File: src/hdl/binary_to_decimal_ascii_assert.svh
// ----------------------------------------------------------------------------
// binary_to_decimal_ascii assertion macros
// Shared property forms for the converter's concurrent checks.
// ----------------------------------------------------------------------------
`ifndef BINARY_TO_DECIMAL_ASCII_ASSERT_SVH
`define BINARY_TO_DECIMAL_ASCII_ASSERT_SVH

// same-cycle implication
`define B2DA_ASSERT_IMP(lbl, ante, cons) \
  lbl: assert property (@(posedge clk_i) disable iff (!rst_ni) (ante) |-> (cons)) \
    else $error("b2da: same-cycle check failed");

// next-cycle implication
`define B2DA_ASSERT_NXT(lbl, ante, cons) \
  lbl: assert property (@(posedge clk_i) disable iff (!rst_ni) (ante) |=> (cons)) \
    else $error("b2da: next-cycle check failed");

`endif

File: src/hdl/b2da_pkg.sv
// ----------------------------------------------------------------------------
// b2da_pkg
// Widths and controller/datapath interface types for the converter.
// ----------------------------------------------------------------------------
package b2da_pkg;

  localparam int VALUE_WIDTH = 32;
  // decimal digits of the largest value: floor(W * log10(2)) + 1
  localparam int NUM_DIGITS  = ((VALUE_WIDTH * 1233) >> 12) + 1;
  localparam int BCD_WIDTH   = 4 * NUM_DIGITS;
  localparam int BIT_CNT_W   = $clog2(VALUE_WIDTH + 1);
  localparam int DIG_CNT_W   = $clog2(NUM_DIGITS + 1);
  localparam int CHAR_WIDTH  = 6;
  localparam int IN_TDATA_W  = ((VALUE_WIDTH + 7) / 8) * 8;
  localparam int OUT_TDATA_W = 8;

  // '0' within the six-bit character field
  localparam logic [CHAR_WIDTH-1:0] ASCII_ZERO = 6'h30;

  typedef struct packed {
    logic load;
    logic conv;
    logic shift;
  } b2da_cmd_t;

  typedef struct packed {
    logic conv_last;
    logic msd_zero;
    logic last_digit;
  } b2da_sts_t;

endpackage

File: src/hdl/binary_to_decimal_ascii.sv
// ----------------------------------------------------------------------------
// binary_to_decimal_ascii
// Unsigned binary to decimal ASCII digit stream, most significant first.
// ----------------------------------------------------------------------------
// Slave stream takes one 32-bit unsigned value per request; master stream
// returns one ASCII digit per request, tlast on the least significant digit.
// Leading zeros are dropped; zero gives a single '0'.
// One value at a time: s_axis_tready_o is high only while idle.
// After acceptance, shift-add-3 builds the BCD word (one bit per
// cycle through the shared adjust stage), then leading zeros are dropped
// one per cycle before the first digit is shown (up to 9 leading zeros).
// With no stall, the time from acceptance to the next acceptance does
// not depend on the digit count.
// A stalled receiver holds the current digit and tlast stable; the block
// waits in place and nothing is lost.
// Reset returns the sequencer to idle; any value in flight is dropped.
// ----------------------------------------------------------------------------
module binary_to_decimal_ascii (
  input  logic                                 clk_i,
  input  logic                                 rst_ni,
  input  logic                                 s_axis_tvalid_i,
  output logic                                 s_axis_tready_o,
  // [31:0] value
  input  logic [b2da_pkg::IN_TDATA_W-1:0]      s_axis_tdata_i,
  output logic                                 m_axis_tvalid_o,
  input  logic                                 m_axis_tready_i,
  // [5:0] digit_char, [7:6] zero
  output logic [b2da_pkg::OUT_TDATA_W-1:0]     m_axis_tdata_o,
  // last_digit
  output logic                                 m_axis_tlast_o
);
  import b2da_pkg::*;

  b2da_cmd_t             cmd;
  b2da_sts_t             sts;
  logic [CHAR_WIDTH-1:0] digit_char;

  b2da_ctrl u_ctrl (
    .clk_i      (clk_i),
    .rst_ni     (rst_ni),
    .s_tvalid_i (s_axis_tvalid_i),
    .s_tready_o (s_axis_tready_o),
    .m_tvalid_o (m_axis_tvalid_o),
    .m_tready_i (m_axis_tready_i),
    .sts_i      (sts),
    .cmd_o      (cmd)
  );

  b2da_dp u_dp (
    .clk_i        (clk_i),
    .rst_ni       (rst_ni),
    .cmd_i        (cmd),
    .value_i      (s_axis_tdata_i[VALUE_WIDTH-1:0]),
    .sts_o        (sts),
    .digit_char_o (digit_char)
  );

  assign m_axis_tdata_o = {(OUT_TDATA_W - CHAR_WIDTH)'(0), digit_char};
  assign m_axis_tlast_o = sts.last_digit;

`include "binary_to_decimal_ascii_assert.svh"

  `B2DA_ASSERT_IMP(a_no_overlap, s_axis_tready_o, !m_axis_tvalid_o)
  `B2DA_ASSERT_NXT(a_run_continues, m_axis_tvalid_o && m_axis_tready_i && !m_axis_tlast_o, m_axis_tvalid_o)
  `B2DA_ASSERT_NXT(a_run_ends_idle, m_axis_tvalid_o && m_axis_tready_i && m_axis_tlast_o, s_axis_tready_o)
  `B2DA_ASSERT_IMP(a_digit_range, m_axis_tvalid_o, m_axis_tdata_o[3:0] <= 4'd9)

endmodule

File: src/hdl/b2da_dp.sv
// ----------------------------------------------------------------------------
// b2da_dp
// Double-dabble shift register, bit and digit counters and character output.
// ----------------------------------------------------------------------------
module b2da_dp (
  input  logic                                  clk_i,
  input  logic                                  rst_ni,
  input  b2da_pkg::b2da_cmd_t                   cmd_i,
  input  logic [b2da_pkg::VALUE_WIDTH-1:0]      value_i,
  output b2da_pkg::b2da_sts_t                   sts_o,
  output logic [b2da_pkg::CHAR_WIDTH-1:0]       digit_char_o
);
  import b2da_pkg::*;

  logic [VALUE_WIDTH-1:0] bin_q, bin_d;
  logic [BCD_WIDTH-1:0]   bcd_q, bcd_d, adj;
  logic [BIT_CNT_W-1:0]   bit_cnt_q, bit_cnt_d;
  logic [DIG_CNT_W-1:0]   dig_cnt_q, dig_cnt_d;
  logic [3:0]             msd;

  always_comb begin
    for (int i = 0; i < NUM_DIGITS; i++) begin
      if (bcd_q[4*i +: 4] >= 4'd5) begin
        adj[4*i +: 4] = bcd_q[4*i +: 4] + 4'd3;
      end else begin
        adj[4*i +: 4] = bcd_q[4*i +: 4];
      end
    end
  end

  always_comb begin
    bin_d     = bin_q;
    bcd_d     = bcd_q;
    bit_cnt_d = bit_cnt_q;
    dig_cnt_d = dig_cnt_q;
    if (cmd_i.load) begin
      bin_d     = value_i;
      bcd_d     = '0;
      bit_cnt_d = BIT_CNT_W'(VALUE_WIDTH);
      dig_cnt_d = DIG_CNT_W'(NUM_DIGITS);
    end else if (cmd_i.conv) begin
      bin_d     = {bin_q[VALUE_WIDTH-2:0], 1'b0};
      bcd_d     = {adj[BCD_WIDTH-2:0], bin_q[VALUE_WIDTH-1]};
      bit_cnt_d = bit_cnt_q - BIT_CNT_W'(1);
    end else if (cmd_i.shift) begin
      bcd_d     = {bcd_q[BCD_WIDTH-5:0], 4'd0};
      dig_cnt_d = dig_cnt_q - DIG_CNT_W'(1);
    end
  end

  always_ff @(posedge clk_i or negedge rst_ni) begin
    if (!rst_ni) begin
      bit_cnt_q <= '0;
      dig_cnt_q <= '0;
    end else begin
      bit_cnt_q <= bit_cnt_d;
      dig_cnt_q <= dig_cnt_d;
    end
  end

  always_ff @(posedge clk_i) begin
    bin_q <= bin_d;
    bcd_q <= bcd_d;
  end

  assign msd              = bcd_q[BCD_WIDTH-1 -: 4];
  assign sts_o.conv_last  = (bit_cnt_q == BIT_CNT_W'(1));
  assign sts_o.msd_zero   = (msd == 4'd0);
  assign sts_o.last_digit = (dig_cnt_q == DIG_CNT_W'(1));
  assign digit_char_o     = ASCII_ZERO | {2'b00, msd};

endmodule

File: src/hdl/b2da_ctrl.sv
// ----------------------------------------------------------------------------
// b2da_ctrl
// Sequencer: load, convert, drop leading zeros, emit digits.
// ----------------------------------------------------------------------------
module b2da_ctrl (
  input  logic                 clk_i,
  input  logic                 rst_ni,
  input  logic                 s_tvalid_i,
  output logic                 s_tready_o,
  output logic                 m_tvalid_o,
  input  logic                 m_tready_i,
  input  b2da_pkg::b2da_sts_t  sts_i,
  output b2da_pkg::b2da_cmd_t  cmd_o
);
  import b2da_pkg::*;

  localparam logic [1:0] ST_IDLE = 2'd0;
  localparam logic [1:0] ST_CONV = 2'd1;
  localparam logic [1:0] ST_SKIP = 2'd2;
  localparam logic [1:0] ST_EMIT = 2'd3;

  logic [1:0] state_q, state_d;

  always_comb begin
    state_d     = state_q;
    cmd_o.load  = 1'b0;
    cmd_o.conv  = 1'b0;
    cmd_o.shift = 1'b0;
    case (state_q)
      ST_IDLE: begin
        if (s_tvalid_i) begin
          cmd_o.load = 1'b1;
          state_d    = ST_CONV;
        end
      end
      ST_CONV: begin
        cmd_o.conv = 1'b1;
        if (sts_i.conv_last) begin
          state_d = ST_SKIP;
        end
      end
      ST_SKIP: begin
        if (sts_i.msd_zero && !sts_i.last_digit) begin
          cmd_o.shift = 1'b1;
        end else begin
          state_d = ST_EMIT;
        end
      end
      ST_EMIT: begin
        if (m_tready_i) begin
          cmd_o.shift = 1'b1;
          if (sts_i.last_digit) begin
            state_d = ST_IDLE;
          end
        end
      end
      default: begin
        state_d = ST_IDLE;
      end
    endcase
  end

  always_ff @(posedge clk_i or negedge rst_ni) begin
    if (!rst_ni) begin
      state_q <= ST_IDLE;
    end else begin
      state_q <= state_d;
    end
  end

  assign s_tready_o = (state_q == ST_IDLE);
  assign m_tvalid_o = (state_q == ST_EMIT);

endmodule
File: config.mk
export PLATFORM = sky130hd
export DESIGN_NAME = binary_to_decimal_ascii
export DESIGN_NICKNAME = d
export VERILOG_FILES = /design/src/hdl/b2da_pkg.sv /design/src/hdl/binary_to_decimal_ascii.sv /design/src/hdl/b2da_dp.sv /design/src/hdl/b2da_ctrl.sv
export VERILOG_INCLUDE_DIRS = /design/src /design/src/hdl
export SDC_FILE = /design/constraint.sdc
export NUM_CORES = 1
export LEC_CHECK = 0
export BUFFER_PORTS_ARGS = -buffer_cell sky130_fd_sc_hd__buf_2
export CAP_MARGIN = 20
export CORE_ASPECT_RATIO = 0.5
export CORE_UTILIZATION = 47
export DETAILED_ROUTE_END_ITERATION = 7
export PLACE_DENSITY = 0.62
export SLEW_MARGIN = 10
export SYNTH_ARGS = -nofsm -noshare
export SYNTH_HDL_FRONTEND = slang
export SYNTH_HIERARCHICAL = 1
export SYNTH_SLANG_ARGS = --single-unit
File: constraint.sdc
create_clock -name clk_i -period 4.5 [get_ports clk_i]
set_input_delay 0.45 -clock clk_i [delete_from_list [all_inputs] [get_ports clk_i]]
set_output_delay 0.45 -clock clk_i [all_outputs]
set_load 0.05 [all_outputs]
# Word level (Yosys, flattened, before mapping)
# Index checks and enable logic that the tools add are counted.
# Widths: inputs -> output; s select.
[word_totals]
ff_bits = 84
latchBits = 0
mem_bits_rw = 0
mem_bits_ro = 0
output_inout_bits = 11
mem_count = 0
[op_classes]
add_sub_neg = 12
mul = 0
div_mod_pow = 0
order_cmp = 10
n_eq_ne = 11
shift = 0
muxes = 31
bitwise = 0
n_reduce_logical = 9
[op_table]
columns = ["op", "n"]
rows = [
  ["$mux 40", 2],
  ["$mux 32", 2],
  ["$mux 4", 12],
  ["$ge 4x3->1 const B", 10],
  ["$add 4x2->4 const B", 9],
  ["$mux 6", 2],
  ["$mux 2", 5],
  ["$pmux 2 s4", 1],
  ["$eq 6x1->1 const B", 1],
  ["$ne 2x1->1 const B", 3],
  ["$ne 2x2->1 const B", 3],
  ["$reduce_bool 2->1", 3],
  ["$sub 6x1->6 const B", 1],
  ["$mux 1", 5],
  ["$reduce_and 5->1", 1],
  ["$eq 2x2->1 const B", 2],
  ["$eq 4x1->1 const B", 1],
  ["$logic_not 4->1", 1],
  ["$sub 4x1->4 const B", 1],
  ["$add 3x2->3 const B", 1],
  ["$mux 3", 1],
  ["$eq 2x1->1 const B", 1],
  ["$logic_not 2->1", 1],
  ["$pmux 1 s2", 1],
  ["other kinds (3)", 3],
]

# Depth between registers and ports, before layout
# Gate-level depths: netlist of run 1.
[depth]
ltp_word = 8
mapped_depth = 11
mapped_depth_nobuf = 10

# Modules after synthesis
# Netlist of run 1, hierarchy kept.
[by_module_without_submodules]
columns = ["module", "n_inst", "cells_each", "area_each_um2", "seq_area_each_um2"]
rows = [
  ["b2da_dp", 1, 441, 4645.7, 2011.9],
  ["b2da_ctrl", 1, 23, 217.7, 50.0],
  ["binary_to_decimal_ascii", 1, 3, 18.8, 0.0],
]

# Worst setup path after synthesis of run 1
# OpenSTA, ideal clock, no wires.
[synth_path]
path_kind = "register to register"
from = "register u_dp.dig_cnt_q[1]"
to = "register u_dp.bcd_q[12]"
setup_ns = 0.125
arrival_time_ns = 2.861
required_time_ns = 4.375
setup_slack_ns = 1.514
stages_incl_launch_ff = 11
path_buffers = 2
synth_period_minus_slack_ns = 2.986
path_cell_list = "dfrtp_1 -> inv_1 -> ha_1 -> nor3b_1 -> inv_1 -> nand3_1 -> nand2_1 -> buf_4 -> buf_4 -> a211oi_1 -> a211oi_1"
[synth_lines]
columns = ["item", "line", "text"]
rows = [
  ["start: declaration", "b2da_dp.sv:18", "logic [DIG_CNT_W-1:0] dig_cnt_q, dig_cnt_d;"],
  ["start signal: assignment", "b2da_dp.sv:57", "dig_cnt_q <= dig_cnt_d;"],
  ["end signal: assignment", "b2da_dp.sv:63", "bcd_q <= bcd_d;"],
  ["end: declaration", "b2da_dp.sv:16", "logic [BCD_WIDTH-1:0] bcd_q, bcd_d, adj;"],
]

==> qor.yml, run 1 <==
syn_avg_cell_area_um2: 10.5
io_pins: 47
yosysWarningCount: 6
die_x_um: 146
rrSetupSlack_ns: 1.40
cts-root-buf: "clkbuf_16"
ys_seq_area_share_pct: 42.2
clk_pin_slew_worst_paths_ns: 0.07
hold_path_class: "input port to register"
min_from: "s_axis_tdata_i[0]"
synth_cells: 467
critPathRequiredTime_ns: 4.77
post-route-util_pct: 55.4
use_met2_pct: 28.0
final_nets: 557
syn_area_um2: 4880
cp_cell_sequence: "inv_1 -> ha_1 -> nor3b_1 -> inv_1 -> nand3_1 -> nand2_1 -> buf_4 -> nor2_1 -> o21ai_1 -> a21oi_1"
path_max_fanout: 19
cts.path.max_buffers: 2
ys_ff_latch: 84
rows: 25
die_area_um2: 10800
r2r-end: "u_dp/bcd_q[19]"
grt_overflow_total: 0
fin_setup_tns_ns: 0
synth_edf_count: 32
slew_viol_final: 0
ys_async_sr_fraction_pct: 14.3
insertion_delay_ns: 0.34
drc_errors: 0
grt_usage_pct: 18.7
rsz0062_at_grt: "no"
drt-wirelength-per-cell_um: 15.3
crit_path_frequent_cell: "inv_1"
drv_cap: 0
grt-busiest-layer: "met2"
run_status: "complete, no violations"
power.leakage_nw: 2.30
antenna-diode-count: 0
drtIter0Drc: 190
place_congestion: 0.769
crit_buf_inv: 3
critical_path.top_delay_family: "simple AND/OR/NAND/NOR gates"
worstMarginPinSlew_ns: 1.02
cts_buffers: 9
die_h_um: 74.1
grt_start_max_net_pins: 57
vdd_ir_drop_max_mv: 0.207
min_to: "u_dp/bin_q[0]"
antenna_found_initial: 0
fill_cells: 892
htreeDepth: 3
drt-total-wl_mm: 9.70
hold_depth: 2
vias_per_cell: 5.59
worst-setup-path-type: "register to register"
grtUsageMet3_pct: 6.20
clock-sinks: 84
worstPathArrival_ns: 3.37
worst_setup_path_start_kind: "register"
cp-end-kind: "register"
power.density_nw_per_um2: 294
clock.fmax_ghz: 0.323
core-area_um2: 9760
cts_tree: "yes"
drive_gt1_share_pct: 23.5
met1_usage_pct: 25.8
portBuffers: 42
grt_pass1_wl_mm: 15.8
setup_viol_count_final: 0
dr.pass1.iters: 4
cts.repair.resized: 0
yosys_most_used_dff: "dfxtp_1"
synth.distinct_cells: 46
r2r_start: "u_dp/dig_cnt_q[1]"
grt_pass1_vias: 3168
hold_violations: 0
initial_core_util_pct: 50.0
dr_total_vias: 3530
min_period_ns: 3.10
ff2ff_path_depth: 10
slew_headroom_pct: 31.7
final.setup_skew_ns: 0.00684
synthToLayoutAreaGrowth_pct: 10.7
finalCritPeriodShare_pct: 68.9
crit_slowest_cell: "nor2_1"
ant_nets: 0
slowest_delay_ns: 0.61
hpwl_mm: 6.22
[power breakdown]
part | internal, W | total (W) | leakage (nW) | switching, W
registers | 0.000784 | 0.000784 | 0.864 | 0
logic | 0.0000113 | 0.0000248 | 1.28 | 0.0000135
clock network | 0.000447 | 0.000782 | 0.156 | 0.000335
total | 0.00124 | 0.00159 | 2.30 | 0.000349
[state kept, by name, summed over array words and instances (netlist names)]
name	cells
u_ctrl/state_q	2
u_dp/bcd_q	40
u_dp/bit_cnt_q	6
u_dp/dig_cnt_q	4
u_dp/bin_q	32
[cell usage after synthesis (2+ instances only)]
master | instances | share of area [%]
a211oi_1 | 19 | 2.9
a21oi_1 | 31 | 3.2
a22oi_2 | 2 | 0.51
a32oi_1 | 9 | 1.6
and2_1 | 2 | 0.26
buf_2 | 14 | 1.4
buf_4 | 13 | 2.0
buf_6 | 3 | 0.69
clkbuf_1 | 4 | 0.31
conb_1 | 2 | 0.15
dfrtp_1 | 12 | 6.2
dfxtp_1 | 40 | 16
edfxtp_1 | 32 | 20
ha_1 | 29 | 7.4
inv_1 | 30 | 2.3
mux2_2 | 36 | 8.3
mux2i_1 | 14 | 2.9
nand2_1 | 23 | 1.8
nand2b_1 | 13 | 1.7
nand3_1 | 2 | 0.21
nand4b_1 | 19 | 3.4
nor2_1 | 32 | 2.5
nor3_1 | 3 | 0.31
nor3b_1 | 12 | 1.8
nor3b_2 | 9 | 2.3
o21ai_1 | 20 | 2.1
o221ai_1 | 13 | 2.3
o311ai_1 | 6 | 1.1
xnor2_1 | 4 | 0.72
xor2_1 | 3 | 0.54
[kinds of logic after synthesis]
family	after synthesis	synth area share, %
fa+ha+maj	29	7.43
xor+xnor	7	1.26
mux	52	11.7
other cells	2	0.154
compound gates	102	13.9
flops	84	42.2
simple gates	125	16.3
buf+inv	66	6.97
[final cells by class]
| type | count | area, µm² | area share, % |
|---|---|---|---|
| tap | 135 | 169 | 3.13 |
| sequential | 84 | 2060 | 38.1 |
| clock inverter | 7 | 90.1 | 1.67 |
| multi-input combinational | 319 | 2490 | 46.1 |
| clock buffer | 9 | 225 | 4.17 |
| inverter | 31 | 116 | 2.15 |
| timing repair buffer | 47 | 250 | 4.63 |
[through the flow]
step           cells  hold WS [ns]  setup WS [ns]  instance area (µm²)  power, W
2_1_floorplan    469         0.154           1.51                 4890  0.000812
3_3_place_gp     615         0.348           1.41                 5080  0.000825
3_5_place_dp     615         0.354           1.44                 5080  0.000825
4_1_cts          632         0.380           1.36                 5410   0.00162
5_1_grt          632         0.388          0.992                 5410   0.00164
6_report         632         0.395           1.40                 5410   0.00159
[cells in the final DEF, fill, tap and decap left out, types with 2 or more instances in the layout]
cell type  synthesis  layout
conb_1             2       4
nor3_1             3       3
buf_2             14      42
dfxtp_1           40      40
ha_1              29      28
mux2i_1           14      14
xor2_1             3       3
edfxtp_1          32      32
nand3_1            2       2
a22oi_2            2       2
inv_8              0       3
buf_4             13       4
clkbuf_16          0       9
mux2_2            36      36
inv_6              0       2
nand2_1           23      23
o21ai_1           20      20
xnor2_1            4       4
nor3b_2            9       9
o311ai_1           6       6
a21oi_1           31      31
a211oi_1          19      19
nor2_1            32      32
dfrtp_1           12      12
nor3b_1           12      12
nand2b_1          13      13
nand4b_1          19      19
o221ai_1          13      13
inv_1             30      30
a32oi_1            9       9
[layer usage]
metal	share of wire [%]	vias to the layer above
met5	0	-
met4	0.59	0
met3	6.2	7
met2	42	83
met1	51	1686
li1	-	1754
[worst register-to-register path: cells and delay by family, from the launching register on]
kind | cells | cell delay [ns]
flip-flops | 1 | 0.40
buffers and inverters | 3 | 0.64
AO/OA/AOI/OAI | 2 | 0.34
AND/OR/NAND/NOR | 4 | 1.51
adder cells (fa/ha/maj) | 1 | 0.14
[how the worst max path moves through the flow]
| stage | from | endpoint | slack (ns) | cells after the start |
|---|---|---|---|---|
| floorplan | u_dp/dig_cnt_q[1] | u_dp/bcd_q[12] | 1.51 | 10 |
| global route | u_dp/dig_cnt_q[1] | u_dp/bcd_q[15] | 0.99 | 10 |
| detailed placement | u_dp/dig_cnt_q[1] | u_dp/bcd_q[23] | 1.44 | 10 |
| CTS | u_dp/dig_cnt_q[1] | u_dp/bcd_q[23] | 1.36 | 10 |
| global placement | u_dp/dig_cnt_q[1] | u_dp/bcd_q[11] | 1.41 | 10 |
| finish | u_dp/dig_cnt_q[1] | u_dp/bcd_q[19] | 1.40 | 10 |
[timing repair]
action / 4_1_cts / 5_1_grt
hold buffers: 1 / 0
endpoints found under the hold margin: 12 / 0
setup buffers: 0 / 0
endpoints found under the setup margin: 0 / 0
Note: power is estimated with default switching activity, not from simulation.
==> run 2, diff against run 1 <==
- clock period: 4.5 -> 3.13 ns (I/O delays scaled with it)
==> qor.yml, run 2 (synthesized netlist as in run 1, its figures left out) <==
run_status: "complete, no violations"  # unchanged
largest_register_ffs: 40  # unchanged
clk_pin_slew_worst_paths_ns: 0.07  # about the same
slowest_delay_ns: 0.51  # was 0.61 ns
fin_setup_tns_ns: 0  # unchanged
final_nets: 559  # was 557
rows: 25  # unchanged
dr.pass1.iters: 4  # unchanged
power.density_nw_per_um2: 414  # was 294 nW/µm²
clock.fmax_ghz: 0.375  # was 0.323 GHz
cp_cell_sequence: "inv_1 -> ha_1 -> nor3b_1 -> nand3_1 -> nand2_1 -> nor2b_4 -> nand2_1 -> xor2_1 -> nor2_1"  # was inv_1 -> ha_1 -> nor3b_1 -> inv_1 -> nand3_1 -> nand2_1 -> buf_4 -> nor2_1 -> o21ai_1 -> a21oi_1
grt_pass1_vias: 3203  # was 3168
path_max_fanout: 15  # was 19
htreeDepth: 3  # unchanged
rsz0062_at_grt: "no"  # unchanged
die_area_um2: 10800  # unchanged
p_total_w: 0.00225  # was 0.00159 W
grt_usage_pct: 18.8  # was 18.7%
slew_headroom_pct: 44.1  # was 31.7%
grt_start_max_net_pins: 98  # was 57
cts_tree: "yes"  # unchanged
die_h_um: 74.1  # unchanged
antenna-diode-count: 0  # unchanged
portBuffers: 42  # unchanged
grt_overflow_total: 0  # unchanged
cts.path.max_buffers: 2  # unchanged
rrSetupSlack_ns: 0.46  # was 1.40 ns
ant_nets: 0  # unchanged
worst_setup_path_start_kind: "register"  # unchanged
switchingPower_w: 0.000480  # was 0.000349 W
cts.repair.resized: 0  # unchanged
dr_total_vias: 3448  # was 3530
finalCritPeriodShare_pct: 85.3  # was 68.9%
reg.largest.list: "u_dp/bcd_q x40, u_dp/bin_q x32, u_dp/bit_cnt_q x6"  # unchanged
critPathRequiredTime_ns: 3.34  # was 4.77 ns
post-route-util_pct: 55.6  # was 55.4%
crit_slowest_cell: "nor2b_4"  # was nor2_1
drc_errors: 0  # unchanged
insertion_delay_ns: 0.34  # about the same
mostFrequentLayoutCells: "buf_2, dfxtp_1, mux2_2"  # unchanged
slew_viol_final: 0  # unchanged
final_common_cell: "buf_2"  # unchanged
p_clk_share_pct: 48.2  # was 49.2%
io_pins: 47  # unchanged
antenna_found_initial: 0  # unchanged
setup_viol_count_final: 0  # unchanged
drv_cap: 0  # unchanged
drtIter0Drc: 130  # was 190
final.setup_skew_ns: 0.00575  # was 0.00684 ns
synthToLayoutAreaGrowth_pct: 11.2  # was 10.7%
place_congestion: 0.741  # was 0.769
crit_path_frequent_cell: "nand2_1"  # was inv_1
power.leakage_nw: 2.29  # was 2.30 nW
cts-root-buf: "clkbuf_16"  # unchanged
core-area_um2: 9760  # unchanged
worstPathArrival_ns: 2.88  # was 3.37 ns
sequentialPowerShare_pct: 50.2  # was 49.3%
cts_buffers: 9  # unchanged
switching_share_pct: 21.4  # was 21.9%
clock-sinks: 84  # unchanged
worst-setup-path-type: "register to register"  # unchanged
drt-wirelength-per-cell_um: 15.2  # was 15.3 µm
drt-total-wl_mm: 9.64  # was 9.70 mm
cp-end-kind: "register"  # unchanged
vias_per_cell: 5.44  # was 5.59
fill_cells: 881  # was 892
hold_path_class: "input port to register"  # unchanged
comb_power_share_pct: 1.6  # about the same
largest_register: "u_dp/bcd_q"  # unchanged
hold_violations: 0  # unchanged
drive_gt1_share_pct: 23.6  # was 23.5%
intPower_w: 0.00177  # was 0.00124 W
worstMarginPinSlew_ns: 0.835  # was 1.02 ns
vdd_ir_drop_max_mv: 0.251  # was 0.207 mV
hpwl_mm: 6.27  # was 6.22 mm
initial_core_util_pct: 50.0  # unchanged
grt_pass1_wl_mm: 16.0  # was 15.8 mm
die_x_um: 146  # unchanged
min_period_ns: 2.67  # was 3.10 ns
run 2: cell count changes in the layout (fill, tap and decap cells not counted), sizes merged:
cell / change
buf: +2
inv: -3
clkinvlp: +3
run 2: per-stage QoR:
stage | instance area [µm²] | setup slack [ns] | hold WS (ns) | std cells
after global routing | 5430 | 0.238 | 0.243 | 634
final | 5430 | 0.460 | 0.254 | 634
after CTS | 5430 | 0.472 | 0.241 | 634
after floorplan | 4890 | 0.144 | 0.0174 | 469
after global placement | 5120 | 0.534 | 0.208 | 617
after detailed placement | 5120 | 0.482 | 0.212 | 617
run 2: cell type report:
cell class | count | area [µm²] | share of cell area [%]
clock inverters | 7 | 73.8 | 1.36
flip-flops and latches | 84 | 2060 | 38.0
well taps | 135 | 169 | 3.11
repair buffers | 49 | 290 | 5.35
inverters | 31 | 116 | 2.14
clock buffers | 9 | 225 | 4.15
multi-input cells | 319 | 2490 | 45.9
run 2: final timing paths:
path,from,endpoint,cells past startpoint
worst max-delay path,u_dp/bcd_q[36],u_dp/dig_cnt_q[2],9
worst min-delay path,s_axis_tdata_i[0],u_dp/bin_q[0],2
worst max register to register,u_dp/bcd_q[36],u_dp/dig_cnt_q[2],9
worst min register to register,u_dp/bin_q[31],u_dp/bcd_q[0],2
max in group asynchronous,rst_ni,u_dp/dig_cnt_q[1],2
min in group asynchronous,rst_ni,u_dp/bit_cnt_q[1],2
run 2: power groups by stage:
stage               Sequential [W]  Combinational (W)  Clock [W]
floorplan                  0.00115          0.0000154          0
global placement           0.00115          0.0000348          0
detailed placement         0.00115          0.0000356          0
CTS                        0.00113          0.0000369    0.00111
global route               0.00113          0.0000396    0.00115
finish                     0.00113          0.0000366    0.00108
run 2: what timing repair did:
action,in CTS,in global routing
setup buffers,0,0
endpoints found under the hold margin,12,0
hold buffers,1,0
setup endpoints to repair,0,0
run 2: critical path: cells and delay by family (launching register included):
family,cells,cell delay (ns)
and+or+nand+nor,6,1.73
DFF,1,0.34
adders and majority gates,1,0.22
xor gates and xnor gates,1,0.15
buffers and inverters,1,0.09
run 2: per-layer routing:
metal	GRT usage [%]	wire (µm)
met3	5.71	472
met4	5.32	88
met5	0	0
met2	28.5	4110
met1	26.1	4970
